File: config.mk
export PLATFORM = sky130hd
export DESIGN_NAME = one_wire_bus_master
export DESIGN_NICKNAME = d
export VERILOG_FILES = /design/src/rtl/owb_pkg.sv /design/src/rtl/owb_front.sv /design/src/rtl/owb_queue.sv /design/src/rtl/owb_back.sv /design/src/rtl/one_wire_bus_master.sv
export VERILOG_INCLUDE_DIRS = /design/src /design/src/rtl
export SDC_FILE = /design/constraint.sdc
export NUM_CORES = 1
export LEC_CHECK = 0
export ABC_AREA = 0
export ABC_CLOCK_PERIOD_IN_PS = 5800
export BUFFER_PORTS_ARGS = -buffer_cell sky130_fd_sc_hd__buf_2
export CORE_ASPECT_RATIO = 2
export CORE_MARGIN = 8
export CORE_UTILIZATION = 35
export CTS_BUF_LIST = sky130_fd_sc_hd__clkbuf_16
export CTS_CLUSTER_SIZE = 25
export DETAILED_ROUTE_END_ITERATION = 12
export PLACE_DENSITY = 0.54
export RECOVER_POWER = 100
export SKIP_CTS_REPAIR_TIMING = 1
export SYNTH_ARGS = -nofsm -noshare
export SYNTH_HDL_FRONTEND = slang
export SYNTH_SLANG_ARGS = --single-unit
export TNS_END_PERCENT = 50
File: constraint.sdc
create_clock -name clk -period 5.8 [get_ports clk]
set_input_delay 1.16 -clock clk [delete_from_list [all_inputs] [get_ports clk]]
set_output_delay 1.16 -clock clk [all_outputs]
set_load 0.05 [all_outputs]
File: src/rtl/one_wire_bus_master_assert.svh
// ============================================================================
// One-wire bus master assertion macros
// Concurrent assertion shorthands, removed when SYNTHESIS is defined.
// ============================================================================
`ifndef ONE_WIRE_BUS_MASTER_ASSERT_SVH
`define ONE_WIRE_BUS_MASTER_ASSERT_SVH

`ifndef SYNTHESIS

// The consequent must hold in the same cycle as the antecedent.
`define OWB_ASSERT_SAME(label, clk, rst_n, ante, cons) \
    label: assert property (@(posedge clk) disable iff (!rst_n) (ante) |-> (cons)) \
        else $error("one_wire_bus_master: assertion failed");

// The consequent must hold in the cycle after the antecedent.
`define OWB_ASSERT_NEXT(label, clk, rst_n, ante, cons) \
    label: assert property (@(posedge clk) disable iff (!rst_n) (ante) |=> (cons)) \
        else $error("one_wire_bus_master: assertion failed");

`else

`define OWB_ASSERT_SAME(label, clk, rst_n, ante, cons)
`define OWB_ASSERT_NEXT(label, clk, rst_n, ante, cons)

`endif

`endif

File: src/rtl/owb_pkg.sv
// ============================================================================
// One-wire bus master package
// Shared types, command codes, register indices and reset values.
// ============================================================================
package owb_pkg;

    localparam int COUNT_WIDTH_DEFAULT = 10;
    localparam int QUEUE_DEPTH         = 2;
    localparam int CFG_INDEX_WIDTH     = 3;
    localparam int CFG_DATA_WIDTH      = 10;

    localparam logic [9:0] RESET_LOW_DEFAULT     = 10'd480;
    localparam logic [9:0] PRESENCE_WAIT_DEFAULT = 10'd80;
    localparam logic [9:0] RESET_TAIL_DEFAULT    = 10'd400;
    localparam logic [5:0] WRITE_ONE_LOW_DEFAULT = 6'd1;
    localparam logic [7:0] SLOT_DEFAULT          = 8'd60;
    localparam logic [5:0] READ_LOW_DEFAULT      = 6'd2;
    localparam logic [5:0] RECOVERY_DEFAULT      = 6'd1;

    typedef enum logic [1:0] {
        FUNC_RESET = 2'd0,
        FUNC_WRITE = 2'd1,
        FUNC_READ  = 2'd2
    } func_t;

    typedef enum logic [1:0] {
        OP_NONE,
        OP_RESET,
        OP_WRITE,
        OP_READ
    } op_t;

    typedef enum logic [CFG_INDEX_WIDTH-1:0] {
        REG_RESET_LOW     = 3'd0,
        REG_PRESENCE_WAIT = 3'd1,
        REG_RESET_TAIL    = 3'd2,
        REG_WRITE_ONE_LOW = 3'd3,
        REG_SLOT          = 3'd4,
        REG_READ_LOW      = 3'd5,
        REG_RECOVERY      = 3'd6
    } cfg_reg_t;

    typedef struct packed {
        logic [9:0] reset_low;
        logic [9:0] presence_wait;
        logic [9:0] reset_tail;
        logic [5:0] write_one_low;
        logic [7:0] slot;
        logic [5:0] read_low;
        logic [5:0] recovery;
    } cfg_t;

    typedef struct packed {
        op_t        op;
        logic [7:0] write_byte;
        logic       line_level;
    } entry_t;

endpackage

File: src/rtl/owb_front.sv
// ============================================================================
// One-wire bus master front end
// Classifies each incoming tick into a queue entry with a decoded operation.
// ============================================================================
module owb_front
(
    input  logic                cmd_valid,
    input  logic [1:0]          func,
    input  logic [7:0]          write_byte,
    input  logic                line_level,
    output owb_pkg::entry_t     entry
);
    import owb_pkg::*;

    always_comb
    begin
        entry.write_byte = write_byte;
        entry.line_level = line_level;
        entry.op         = OP_NONE;
        if (cmd_valid)
        begin
            case (func)
                FUNC_RESET: entry.op = OP_RESET;
                FUNC_WRITE: entry.op = OP_WRITE;
                FUNC_READ:  entry.op = OP_READ;
                default:    entry.op = OP_NONE;
            endcase
        end
    end

endmodule

File: src/rtl/owb_queue.sv
// ============================================================================
// One-wire bus master tick queue
// Short first-in first-out buffer between the front end and the sequencer.
// ============================================================================
module owb_queue
(
    input  logic                clk,
    input  logic                rst_n,
    input  logic                push,
    input  owb_pkg::entry_t     push_entry,
    output logic                not_full,
    input  logic                pop,
    output logic                not_empty,
    output owb_pkg::entry_t     head
);
    import owb_pkg::*;

    localparam int PTR_W = $clog2(QUEUE_DEPTH);
    localparam int CNT_W = $clog2(QUEUE_DEPTH + 1);

    entry_t             slot_reg [QUEUE_DEPTH];
    logic [PTR_W-1:0]   wr_ptr_reg;
    logic [PTR_W-1:0]   wr_ptr_next;
    logic [PTR_W-1:0]   rd_ptr_reg;
    logic [PTR_W-1:0]   rd_ptr_next;
    logic [CNT_W-1:0]   count_reg;
    logic [CNT_W-1:0]   count_next;

    assign not_full  = (count_reg != CNT_W'(QUEUE_DEPTH));
    assign not_empty = (count_reg != '0);
    assign head      = slot_reg[rd_ptr_reg];

    always_comb
    begin
        wr_ptr_next = wr_ptr_reg;
        rd_ptr_next = rd_ptr_reg;
        count_next  = count_reg;
        if (push)
        begin
            wr_ptr_next = (wr_ptr_reg == PTR_W'(QUEUE_DEPTH - 1)) ? '0 : wr_ptr_reg + 1'b1;
        end
        if (pop)
        begin
            rd_ptr_next = (rd_ptr_reg == PTR_W'(QUEUE_DEPTH - 1)) ? '0 : rd_ptr_reg + 1'b1;
        end
        if (push && !pop)
        begin
            count_next = count_reg + 1'b1;
        end
        else if (pop && !push)
        begin
            count_next = count_reg - 1'b1;
        end
    end

    always_ff @(posedge clk or negedge rst_n)
    begin
        if (!rst_n)
        begin
            wr_ptr_reg <= '0;
            rd_ptr_reg <= '0;
            count_reg  <= '0;
        end
        else
        begin
            wr_ptr_reg <= wr_ptr_next;
            rd_ptr_reg <= rd_ptr_next;
            count_reg  <= count_next;
        end
    end

    always_ff @(posedge clk)
    begin
        if (push)
        begin
            slot_reg[wr_ptr_reg] <= push_entry;
        end
    end

endmodule

File: src/rtl/owb_back.sv
// ============================================================================
// One-wire bus master sequencer
// Runs the reset, write and read phases, one queued tick per cycle while the
// output is not stalled, into an output register.
// ============================================================================
module owb_back
#(
    parameter int COUNT_WIDTH = owb_pkg::COUNT_WIDTH_DEFAULT
)
(
    input  logic                clk,
    input  logic                rst_n,
    input  owb_pkg::cfg_t       cfg,
    input  logic                q_valid,
    input  owb_pkg::entry_t     q_head,
    output logic                q_pop,
    output logic                out_valid,
    input  logic                out_ready,
    output logic                drive_low,
    output logic                busy_res,
    output logic                done_res,
    output logic                presence_found,
    output logic [7:0]          read_byte
);
    import owb_pkg::*;

    typedef enum logic [9:0] {
        PH_IDLE      = 10'b00_0000_0001,
        PH_RST_LOW   = 10'b00_0000_0010,
        PH_RST_WAIT  = 10'b00_0000_0100,
        PH_RST_TAIL  = 10'b00_0000_1000,
        PH_WR_LOW    = 10'b00_0001_0000,
        PH_WR_HIGH   = 10'b00_0010_0000,
        PH_WR_REC    = 10'b00_0100_0000,
        PH_RD_LOW    = 10'b00_1000_0000,
        PH_RD_SAMPLE = 10'b01_0000_0000,
        PH_RD_WAIT   = 10'b10_0000_0000
    } phase_t;

    localparam logic [COUNT_WIDTH-1:0] CMAX = '1;

    function automatic logic [COUNT_WIDTH-1:0] sat(input logic [9:0] n);
        logic [COUNT_WIDTH-1:0] r;
        if (32'(n) > 32'(CMAX))
        begin
            r = CMAX;
        end
        else
        begin
            r = COUNT_WIDTH'(n);
        end
        return r;
    endfunction

    function automatic logic [9:0] at_least_one(input logic [9:0] n);
        return (n == '0) ? 10'd1 : n;
    endfunction

    phase_t                 phase_reg;
    phase_t                 phase_next;
    logic [COUNT_WIDTH-1:0] cnt_reg;
    logic [COUNT_WIDTH-1:0] cnt_next;
    logic [2:0]             bit_reg;
    logic [2:0]             bit_next;
    logic [7:0]             shift_reg;
    logic [7:0]             shift_next;
    op_t                    op_reg;
    op_t                    op_next;
    logic                   pres_reg;
    logic                   pres_next;
    logic [7:0]             hold_reg;
    logic [7:0]             hold_next;
    logic                   drive_next;
    logic                   busy_next;
    logic                   done_next;
    logic                   out_valid_reg;
    logic                   drive_reg;
    logic                   busy_reg;
    logic                   done_reg;

    logic [COUNT_WIDTH-1:0] len_rst_low;
    logic [COUNT_WIDTH-1:0] len_pres;
    logic [COUNT_WIDTH-1:0] len_tail;
    logic [COUNT_WIDTH-1:0] len_one;
    logic [COUNT_WIDTH-1:0] len_slot;
    logic [COUNT_WIDTH-1:0] len_rd_low;
    logic [COUNT_WIDTH-1:0] len_rec;

    assign len_rst_low = sat(at_least_one(cfg.reset_low));
    assign len_pres    = sat(at_least_one(cfg.presence_wait));
    assign len_tail    = sat(cfg.reset_tail);
    assign len_one     = sat(at_least_one({4'd0, cfg.write_one_low}));
    assign len_slot    = sat(at_least_one({2'd0, cfg.slot}));
    assign len_rd_low  = sat(at_least_one({4'd0, cfg.read_low}));
    assign len_rec     = sat({4'd0, cfg.recovery});

    assign q_pop          = q_valid && (!out_valid_reg || out_ready);
    assign out_valid      = out_valid_reg;
    assign drive_low      = drive_reg;
    assign busy_res       = busy_reg;
    assign done_res       = done_reg;
    assign presence_found = pres_reg;
    assign read_byte      = hold_reg;

    always_comb
    begin
        phase_next = phase_reg;
        cnt_next   = cnt_reg;
        bit_next   = bit_reg;
        shift_next = shift_reg;
        op_next    = op_reg;
        pres_next  = pres_reg;
        hold_next  = hold_reg;
        drive_next = 1'b0;
        busy_next  = 1'b0;
        done_next  = 1'b0;

        if (phase_next == PH_IDLE && q_head.op != OP_NONE)
        begin
            op_next  = q_head.op;
            bit_next = 3'd0;
            case (q_head.op)
                OP_RESET:
                begin
                    shift_next = 8'd0;
                    phase_next = PH_RST_LOW;
                    cnt_next   = len_rst_low;
                end
                OP_WRITE:
                begin
                    shift_next = q_head.write_byte;
                    phase_next = PH_WR_LOW;
                    cnt_next   = q_head.write_byte[0] ? len_one : len_slot;
                end
                OP_READ:
                begin
                    shift_next = 8'd0;
                    phase_next = PH_RD_LOW;
                    cnt_next   = len_rd_low;
                end
                default:
                begin
                    phase_next = PH_IDLE;
                end
            endcase
        end

        if (phase_next != PH_IDLE)
        begin
            busy_next  = 1'b1;
            drive_next = (phase_next == PH_RST_LOW) || (phase_next == PH_WR_LOW)
                         || (phase_next == PH_RD_LOW);
            if (phase_next == PH_RST_WAIT && cnt_next <= COUNT_WIDTH'(1))
            begin
                pres_next = !q_head.line_level;
            end
            if (phase_next == PH_RD_SAMPLE)
            begin
                shift_next[bit_next] = shift_next[bit_next] | q_head.line_level;
            end
            if (cnt_next != '0)
            begin
                cnt_next = cnt_next - 1'b1;
            end
            if (cnt_next == '0)
            begin
                case (phase_next)
                    PH_RST_LOW:
                    begin
                        phase_next = PH_RST_WAIT;
                        cnt_next   = len_pres;
                    end
                    PH_RST_WAIT:
                    begin
                        if (len_tail != '0)
                        begin
                            phase_next = PH_RST_TAIL;
                            cnt_next   = len_tail;
                        end
                        else
                        begin
                            phase_next = PH_IDLE;
                        end
                    end
                    PH_WR_LOW, PH_WR_HIGH, PH_WR_REC:
                    begin
                        if (phase_next == PH_WR_LOW && shift_next[bit_next])
                        begin
                            phase_next = PH_WR_HIGH;
                            cnt_next   = len_slot;
                        end
                        else if (phase_next == PH_WR_LOW && len_rec != '0)
                        begin
                            phase_next = PH_WR_REC;
                            cnt_next   = len_rec;
                        end
                        else if (bit_next == 3'd7)
                        begin
                            phase_next = PH_IDLE;
                        end
                        else
                        begin
                            bit_next   = bit_next + 1'b1;
                            phase_next = PH_WR_LOW;
                            cnt_next   = shift_next[bit_next] ? len_one : len_slot;
                        end
                    end
                    PH_RD_LOW:
                    begin
                        phase_next = PH_RD_SAMPLE;
                        cnt_next   = COUNT_WIDTH'(1);
                    end
                    PH_RD_SAMPLE:
                    begin
                        phase_next = PH_RD_WAIT;
                        cnt_next   = len_slot;
                    end
                    PH_RD_WAIT:
                    begin
                        if (bit_next == 3'd7)
                        begin
                            phase_next = PH_IDLE;
                        end
                        else
                        begin
                            bit_next   = bit_next + 1'b1;
                            phase_next = PH_RD_LOW;
                            cnt_next   = len_rd_low;
                        end
                    end
                    default:
                    begin
                        phase_next = PH_IDLE;
                    end
                endcase
                if (phase_next == PH_IDLE)
                begin
                    done_next = 1'b1;
                    if (op_next == OP_READ)
                    begin
                        hold_next = shift_next;
                    end
                end
            end
        end
    end

    always_ff @(posedge clk or negedge rst_n)
    begin
        if (!rst_n)
        begin
            phase_reg     <= PH_IDLE;
            cnt_reg       <= '0;
            bit_reg       <= '0;
            shift_reg     <= '0;
            op_reg        <= OP_NONE;
            pres_reg      <= 1'b0;
            hold_reg      <= '0;
            out_valid_reg <= 1'b0;
            drive_reg     <= 1'b0;
            busy_reg      <= 1'b0;
            done_reg      <= 1'b0;
        end
        else
        begin
            if (q_pop)
            begin
                phase_reg     <= phase_next;
                cnt_reg       <= cnt_next;
                bit_reg       <= bit_next;
                shift_reg     <= shift_next;
                op_reg        <= op_next;
                pres_reg      <= pres_next;
                hold_reg      <= hold_next;
                drive_reg     <= drive_next;
                busy_reg      <= busy_next;
                done_reg      <= done_next;
                out_valid_reg <= 1'b1;
            end
            else if (out_ready)
            begin
                out_valid_reg <= 1'b0;
            end
        end
    end

endmodule

File: src/rtl/one_wire_bus_master.sv
// ============================================================================
// One-wire bus master
// Tick-paced bus master for reset and presence, byte write and byte read.
// ============================================================================
//
//  Channel   Direction  Handshake              Payload
//  -------   ---------  ---------------------  -------------------------------
//  in        request    in_valid / in_ready    cmd_valid, func, write_byte,
//                                              line_level
//  out       result     out_valid / out_ready  drive_low, busy_res, done_res,
//                                              presence_found, read_byte
//  cfg       write      cfg_valid / cfg_ready  cfg_index, cfg_data
//
//  One request is taken per clock while the queue is not full; it passes
//  through the queue before its result is registered in the output register.
//  A two-entry queue separates the front end from the sequencer, so a stalled
//  output holds up to two further requests before in_ready falls.
//  Reset clears the sequencer to idle and loads the default timings.
//  Configuration writes are accepted only while the queue is empty.
//
`include "one_wire_bus_master_assert.svh"

module one_wire_bus_master
#(
    parameter int COUNT_WIDTH = owb_pkg::COUNT_WIDTH_DEFAULT
)
(
    input  logic                                    clk,
    input  logic                                    rst_n,
    input  logic                                    in_valid,
    output logic                                    in_ready,
    input  logic                                    cmd_valid,
    input  logic [1:0]                              func,
    input  logic [7:0]                              write_byte,
    input  logic                                    line_level,
    output logic                                    out_valid,
    input  logic                                    out_ready,
    output logic                                    drive_low,
    output logic                                    busy_res,
    output logic                                    done_res,
    output logic                                    presence_found,
    output logic [7:0]                              read_byte,
    input  logic                                    cfg_valid,
    output logic                                    cfg_ready,
    input  logic [owb_pkg::CFG_INDEX_WIDTH-1:0]     cfg_index,
    input  logic [owb_pkg::CFG_DATA_WIDTH-1:0]      cfg_data
);
    import owb_pkg::*;

    cfg_t       cfg_reg;
    cfg_t       cfg_next;
    entry_t     front_entry;
    entry_t     q_head;
    logic       q_not_full;
    logic       q_not_empty;
    logic       q_pop;
    logic       in_fire;

    assign cfg_ready = !q_not_empty;
    assign in_ready  = q_not_full;
    assign in_fire   = in_valid && q_not_full;

    always_comb
    begin
        cfg_next = cfg_reg;
        if (cfg_valid && cfg_ready)
        begin
            case (cfg_index)
                REG_RESET_LOW:     cfg_next.reset_low     = cfg_data;
                REG_PRESENCE_WAIT: cfg_next.presence_wait = cfg_data;
                REG_RESET_TAIL:    cfg_next.reset_tail    = cfg_data;
                REG_WRITE_ONE_LOW: cfg_next.write_one_low = cfg_data[5:0];
                REG_SLOT:          cfg_next.slot          = cfg_data[7:0];
                REG_READ_LOW:      cfg_next.read_low      = cfg_data[5:0];
                REG_RECOVERY:      cfg_next.recovery      = cfg_data[5:0];
                default:           cfg_next               = cfg_reg;
            endcase
        end
    end

    always_ff @(posedge clk or negedge rst_n)
    begin
        if (!rst_n)
        begin
            cfg_reg.reset_low     <= RESET_LOW_DEFAULT;
            cfg_reg.presence_wait <= PRESENCE_WAIT_DEFAULT;
            cfg_reg.reset_tail    <= RESET_TAIL_DEFAULT;
            cfg_reg.write_one_low <= WRITE_ONE_LOW_DEFAULT;
            cfg_reg.slot          <= SLOT_DEFAULT;
            cfg_reg.read_low      <= READ_LOW_DEFAULT;
            cfg_reg.recovery      <= RECOVERY_DEFAULT;
        end
        else
        begin
            cfg_reg <= cfg_next;
        end
    end

    owb_front u_front
    (
        .cmd_valid  (cmd_valid),
        .func       (func),
        .write_byte (write_byte),
        .line_level (line_level),
        .entry      (front_entry)
    );

    owb_queue u_queue
    (
        .clk        (clk),
        .rst_n      (rst_n),
        .push       (in_fire),
        .push_entry (front_entry),
        .not_full   (q_not_full),
        .pop        (q_pop),
        .not_empty  (q_not_empty),
        .head       (q_head)
    );

    owb_back #(
        .COUNT_WIDTH (COUNT_WIDTH)
    ) u_back
    (
        .clk            (clk),
        .rst_n          (rst_n),
        .cfg            (cfg_reg),
        .q_valid        (q_not_empty),
        .q_head         (q_head),
        .q_pop          (q_pop),
        .out_valid      (out_valid),
        .out_ready      (out_ready),
        .drive_low      (drive_low),
        .busy_res       (busy_res),
        .done_res       (done_res),
        .presence_found (presence_found),
        .read_byte      (read_byte)
    );

    `OWB_ASSERT_SAME(a_done_is_busy, clk, rst_n, out_valid && done_res, busy_res)
    `OWB_ASSERT_SAME(a_drive_is_busy, clk, rst_n, out_valid && drive_low, busy_res)
    `OWB_ASSERT_SAME(a_stall_needs_queue, clk, rst_n, !in_ready, q_not_empty)
    `OWB_ASSERT_NEXT(a_push_held, clk, rst_n, in_fire && !q_pop, q_not_empty)

endmodule

==> metrics.yaml, run 1 <==
core_area_um2: 22500
routed_wl_um: 32900
timing.fmax_mhz: 189
synth_compound_area_frac: 0.200
critPathBufInv: 2
period_needed_ns: 5.29
ctsHtreeMaxLevel: 4
dp.final_hpwl_um: 24800
cp_slowest_cell: "dfrtp_1"
hold_path.class: "register to register"
synth_fp_nets: 841
timing.final.crit_share: 0.913
synth_warnings: 0
syn_to_final_growth_pct: 14.6
min-delay-start: "u_back.done_res"
leakagePower_nw: 3.74
ant_nets: 0
grt_pass1_wl_um: 48100
cp_max_fo: 13
seq_area_um2: 3330
clock_latency_ns: 0.44
ys_seq_area_frac: 0.417
synth_area_um2: 8000
rsz0062_at_grt: "false"
syn_avg_cell_area_um2: 9.96
grt_antenna_before_repair: 0
final_cell_mix: "dfrtp_1, nand2_1, mux2_2"
n_antenna_cell: 0
synthArstFlopShare: 0.828
fp-row-count: 78
die_x_um: 123
n_fill_cell: 2272
violations: "max-capacitance violations, max-slew violations"
end_kind: "register"
multi_input_comb_area_um2: 4440
yosys.area.top_type: "dfrtp_1"
power_density_nw_per_um2: 437
max_stage_delay_ns: 0.63
vias: 7313
synth_mux_area_frac: 0.148
synth_top_cell_area_share: 0.278
final_area_um2: 9170
grt_start_max_net_pins: 60
grt_overflow_total: 0
critPathKind: "register to register"
drv_slew: 109
ir_worst_vdd_uv: 215
ys.flop_type: "dfrtp_1"
worst_setup_path_start_kind: "register"
ys_types: 88
grt_usage: 0.239
place.gp.congestion: 1.02
yosys.area_share.xor_xnor: 0.0110
synth-simple-area-share: 0.184
die_h_um: 230
worst_slew_pin_slew_ns: 2.87
cts_tree: "yes"
finalHoldViolations: 0
synth_top_family_by_area: "compound AO/OA/AOI/OAI gates"
critPathTopFamily: "simple AND/OR/NAND/NOR gates"
arrival_ns: 5.62
port-buffer-count: 44
dr.pass1.iters: 7
die-area_um2: 28200
drive_above_1_share: 0.226
netlist_top_cells_area: "dfrtp_1, mux2_2, edfxtp_1"
vias_per_cell: 6.32
slew_headroom: -0.915
tns_ns: 0
cp-startpoint: "u_queue.rd_ptr_reg"
clock_path_buffers: 2
largest_reg_flops: 56
wire_per_inst_um: 28.4
clock_sinks: 128
syn_inst: 803
io_pins: 45
skew_ns: 0.0109
drc: 0
finalSetupViolations: 0
start_util: 0.355
status: "finished, violations left"
maxCapViolCount: 2
final_net_count: 902
numCtsBuffers: 17
synth_edf_count: 22
synthAdderAreaFrac: 0.0138
grt_pass1_vias: 7409
placed_cell_area_um2: 8670
layout_commonest_cell: "dfrtp_1"
synth-seq-cells: 128
clkTransAtPathRegs_ns: 0.06
drt_iter0_markers: 469
root_buffer: "clkbuf_16"
critPathRequiredTime_ns: 6.12
path_cells: "mux2i_1 -> nand2_1 -> o32a_1 -> a31o_2 -> ha_1 -> inv_1 -> or3_1 -> o32ai_2 -> and3_1 -> a211o_1 -> o211ai_1 -> nand4_1 -> nor4_1 -> clkbuf_2 -> mux2_2"
reg2reg_from: "u_queue.rd_ptr_reg"
worst paths after layout:
check	end	slack (ns)	depth (start not counted)
max	u_back.read_byte[4]	0.51	15
min	u_back.done_res	0.48	1
max reg2reg	u_back.read_byte[4]	0.51	15
min reg2reg	u_back.done_res	0.48	1
max in group asynchronous	u_back.phase_reg[2]	1.42	2
min in group asynchronous	u_back.out_valid	1.65	1
through the flow:
stage | hold slack (ns) | setup WS, ns | util | power [mW] | std cells
final | 0.476 | 0.507 | 0.407 | 4.01 | 1157
after global routing | 0.504 | 0.198 | 0.407 | 4.18 | 1157
after CTS | 0.478 | 0.734 | 0.410 | 4.01 | 1157
after detailed placement | 0.465 | 0.773 | 0.385 | 2.95 | 1125
after global placement | 0.459 | 0.797 | 0.385 | 2.95 | 1125
after floorplan | 0.449 | 0.936 | - | 2.35 | 803
where the power goes:
group	switching, mW	internal (mW)	total [mW]
logic	0.848	0.527	1.37
clock network	0.430	0.610	1.04
registers	0.349	1.24	1.59
layout make-up:
class	instances	area share
Clock buffer	18	0.0491
Tap cell	280	0.0382
Sequential cell	128	0.364
Clock inverter	14	0.0127
Inverter	22	0.00901
Timing Repair Buffer	74	0.0430
Multi-Input combinational cell	621	0.484
metal layers:
layer  vias to the layer above  global-route usage  wire length, um
li1                       3242                   -                -
met1                      3611               0.226            10800
met2                       324               0.433            17700
met3                       136              0.0319             1460
met4                         0               0.209             2920
met5                         -                   0                0
Yosys cell counts (5+ instances only):
master     instances
a211oi_1          10
a21oi_1           40
a221o_1            5
a221oi_1           8
a222oi_1           6
a22o_1             5
a31oi_1           10
and2_1             5
and3_1             6
clkbuf_1          26
dfrtp_1           89
dfstp_2           17
edfxtp_1          22
ha_1               8
inv_1             19
mux2_2            81
mux2i_1           26
nand2_1           87
nand2b_1           7
nand3_1           19
nand4_1            8
nor2_1            51
nor2b_1            8
nor3_1            29
nor4_1            21
o2111ai_1          8
o211ai_1          11
o21a_1             7
o21ai_0           25
o221ai_1           6
o31ai_1            7
or3_1              8
or4_1              6
xnor2_1            7
worst reg2reg max path, cell delays in order (launching register included):
cell	delay, ns
dfrtp_1	0.63
mux2i_1	0.51
nand2_1	0.42
o32a_1	0.48
a31o_2	0.29
ha_1	0.26
inv_1	0.14
or3_1	0.14
o32ai_2	0.15
and3_1	0.33
a211o_1	0.28
o211ai_1	0.26
nand4_1	0.14
nor4_1	0.42
clkbuf_2	0.34
mux2_2	0.37
cell families (layout without fill, tap and decap cells):
group,count (synthesis),count (layout)
AO/OA/AOI/OAI,212,212
XOR/XNOR,10,10
adder cells (fa/ha/maj),9,9
buffers and inverters,54,128
flip-flops,128,128
multiplexers,108,108
AND/OR/NAND/NOR,282,282
No activity file was read; power rests on OpenSTA's default activity.
==> run 2, diff against run 1 <==
--- a/config.mk
+++ b/config.mk
@@ -15,6 +15,7 @@
 export CTS_BUF_LIST = sky130_fd_sc_hd__clkbuf_16
 export CTS_CLUSTER_SIZE = 25
 export DETAILED_ROUTE_END_ITERATION = 12
+export GPL_TIMING_DRIVEN = 0
 export PLACE_DENSITY = 0.54
 export RECOVER_POWER = 100
 export SKIP_CTS_REPAIR_TIMING = 1
==> metrics.yaml, run 2 (synthesized netlist as in run 1, its figures left out) <==
grt_start_max_net_pins: 68
skew_ns: 0.00791
cp_max_fo: 10
rrSetupSlack_ns: 0.22
period_needed_ns: 5.58
worst_setup_path_start_kind: "register"
dr.pass1.iters: 5
finalSetupViolations: 0
intPower_mw: 2.36
grt_overflow_total: 0
vias_per_cell: 6.33
clkTransAtPathRegs_ns: 0.05
n_fill_cell: 2295
die_x_um: 123
seq_area_um2: 3330
hold_end: "u_back.drive_low"
multi_input_comb_area_um2: 4470
tns_ns: 0
combPwrFrac: 0.349
pwr-share-clk: 0.253
die-area_um2: 28200
leakagePower_nw: 3.76
final_area_um2: 9220
timing.final.crit_share: 0.962
critPathKind: "register to register"
fp-row-count: 78
dp_cells: 1128
clock_path_buffers: 2
place.gp.congestion: 1.01
cts_tree: "yes"
post-place-ws_ns: -1.19
n_antenna_cell: 0
grt_usage: 0.237
clock_sinks: 128
drt_iter0_markers: 714
wire_per_inst_um: 27.7
final_net_count: 917
end_kind: "register"
min-delay-start: "u_back.drive_low"
vias: 7418
critPathRequiredTime_ns: 6.13
reg2reg_from: "u_back.phase_reg[4]"
layout_commonest_cell: "dfrtp_1"
numCtsBuffers: 17
fin_ws_ns: 0.219
seqPwrFrac: 0.398
largest_reg_flops: 56
p_switching_mw: 1.58
drc: 0
stdcell_count: 1171
final_cell_mix: "dfrtp_1, nand2_1, mux2_2"
worst_slew_pin_slew_ns: 2.21
hold_depth: 2
grt_pass1_vias: 7424
ant_nets: 0
reg2reg_depth: 13
arrival_ns: 5.91
rr_endpoint: "u_back.cnt_reg[6]"
io_pins: 45
clock_latency_ns: 0.44
power_density_nw_per_um2: 428
rsz0062_at_grt: "false"
grt_pass1_wl_um: 47700
switching_share: 0.401
ir_worst_vdd_uv: 261
dp.final_hpwl_um: 25200
timing.fmax_mhz: 179
grt_antenna_before_repair: 0
ctsHtreeMaxLevel: 4
drive_above_1_share: 0.214
core_area_um2: 22500
slew_headroom: -0.472
routed_wl_um: 32500
root_buffer: "clkbuf_16"
start_util: 0.355
maxCapViolCount: 2
placed_cell_area_um2: 8600
drv_slew: 109
die_h_um: 230
hold_path.class: "register to register"
violations: "max-capacitance violations, max-slew violations"
status: "finished, violations left"
finalHoldViolations: 0
port-buffer-count: 44
syn_to_final_growth_pct: 15.3
-- run 2: cell types whose count changed in the layout (fill, tap and decap cells not counted), moves of 3 or more --
cell,previous run,this run
clkbuf_1,25,45
inv_1,20,23
buf_4,22,9
clkinv_4,3,0
-- run 2: worst max-delay path, stage by stage, from the launching register on --
cell	delay, ns
dfrtp_1	0.45
or4_1	0.64
nor4b_4	0.64
nand2_1	0.20
nand2_1	0.23
inv_2	0.12
o32a_1	0.22
a211oi_1	0.92
o22ai_1	0.34
a32oi_2	0.53
clkbuf_1	0.48
o21ai_0	0.23
a31o_2	0.27
a22o_1	0.17
-- run 2: power groups by stage --
stage / Combinational [mW] / Clock (mW) / Sequential (mW)
2_1_floorplan: 0.918 / 0 / 1.43
3_3_place_gp: 1.36 / 0 / 1.56
3_5_place_dp: 1.37 / 0 / 1.57
4_1_cts: 1.37 / 1.02 / 1.56
5_1_grt: 1.46 / 1.06 / 1.59
6_report: 1.38 / 0.997 / 1.57
-- run 2: how the worst max path moves through the flow --
stage	from	end	depth (start not counted)
after floorplan	u_back.phase_reg[4]	u_back.read_byte[0]	16
after global routing	u_back.phase_reg[7]	u_back.cnt_reg[2]	20
after CTS	u_back.phase_reg[4]	u_back.cnt_reg[5]	16
final	u_back.phase_reg[4]	u_back.cnt_reg[6]	13
after detailed placement	u_back.phase_reg[4]	u_back.cnt_reg[5]	16
after global placement	u_back.phase_reg[4]	u_back.cnt_reg[5]	16
-- run 2: final cells by class --
type / count / area share
multi-input cells: 621 / 0.485
flip-flops and latches: 128 / 0.362
clock buffers: 17 / 0.0461
well taps: 280 / 0.0380
repair buffers: 57 / 0.0341
plain buffers: 32 / 0.0144
clock inverters: 14 / 0.0123
inverters: 22 / 0.00895
-- run 2: layer usage --
metal / track usage / wire [um]
met2: 0.423 / 17500
met1: 0.226 / 10400
met5: 0 / 0
met4: 0.199 / 2920
met3: 0.0422 / 1630
-- run 2: per-stage QoR --
stage,total power [mW],hold WS (ns),util
detailed placement,2.94,0.465,0.381
global route,4.11,0.509,0.409
floorplan,2.35,0.449,-
global placement,2.93,0.460,0.380
finish,3.95,0.474,0.409
CTS,3.95,0.477,0.405
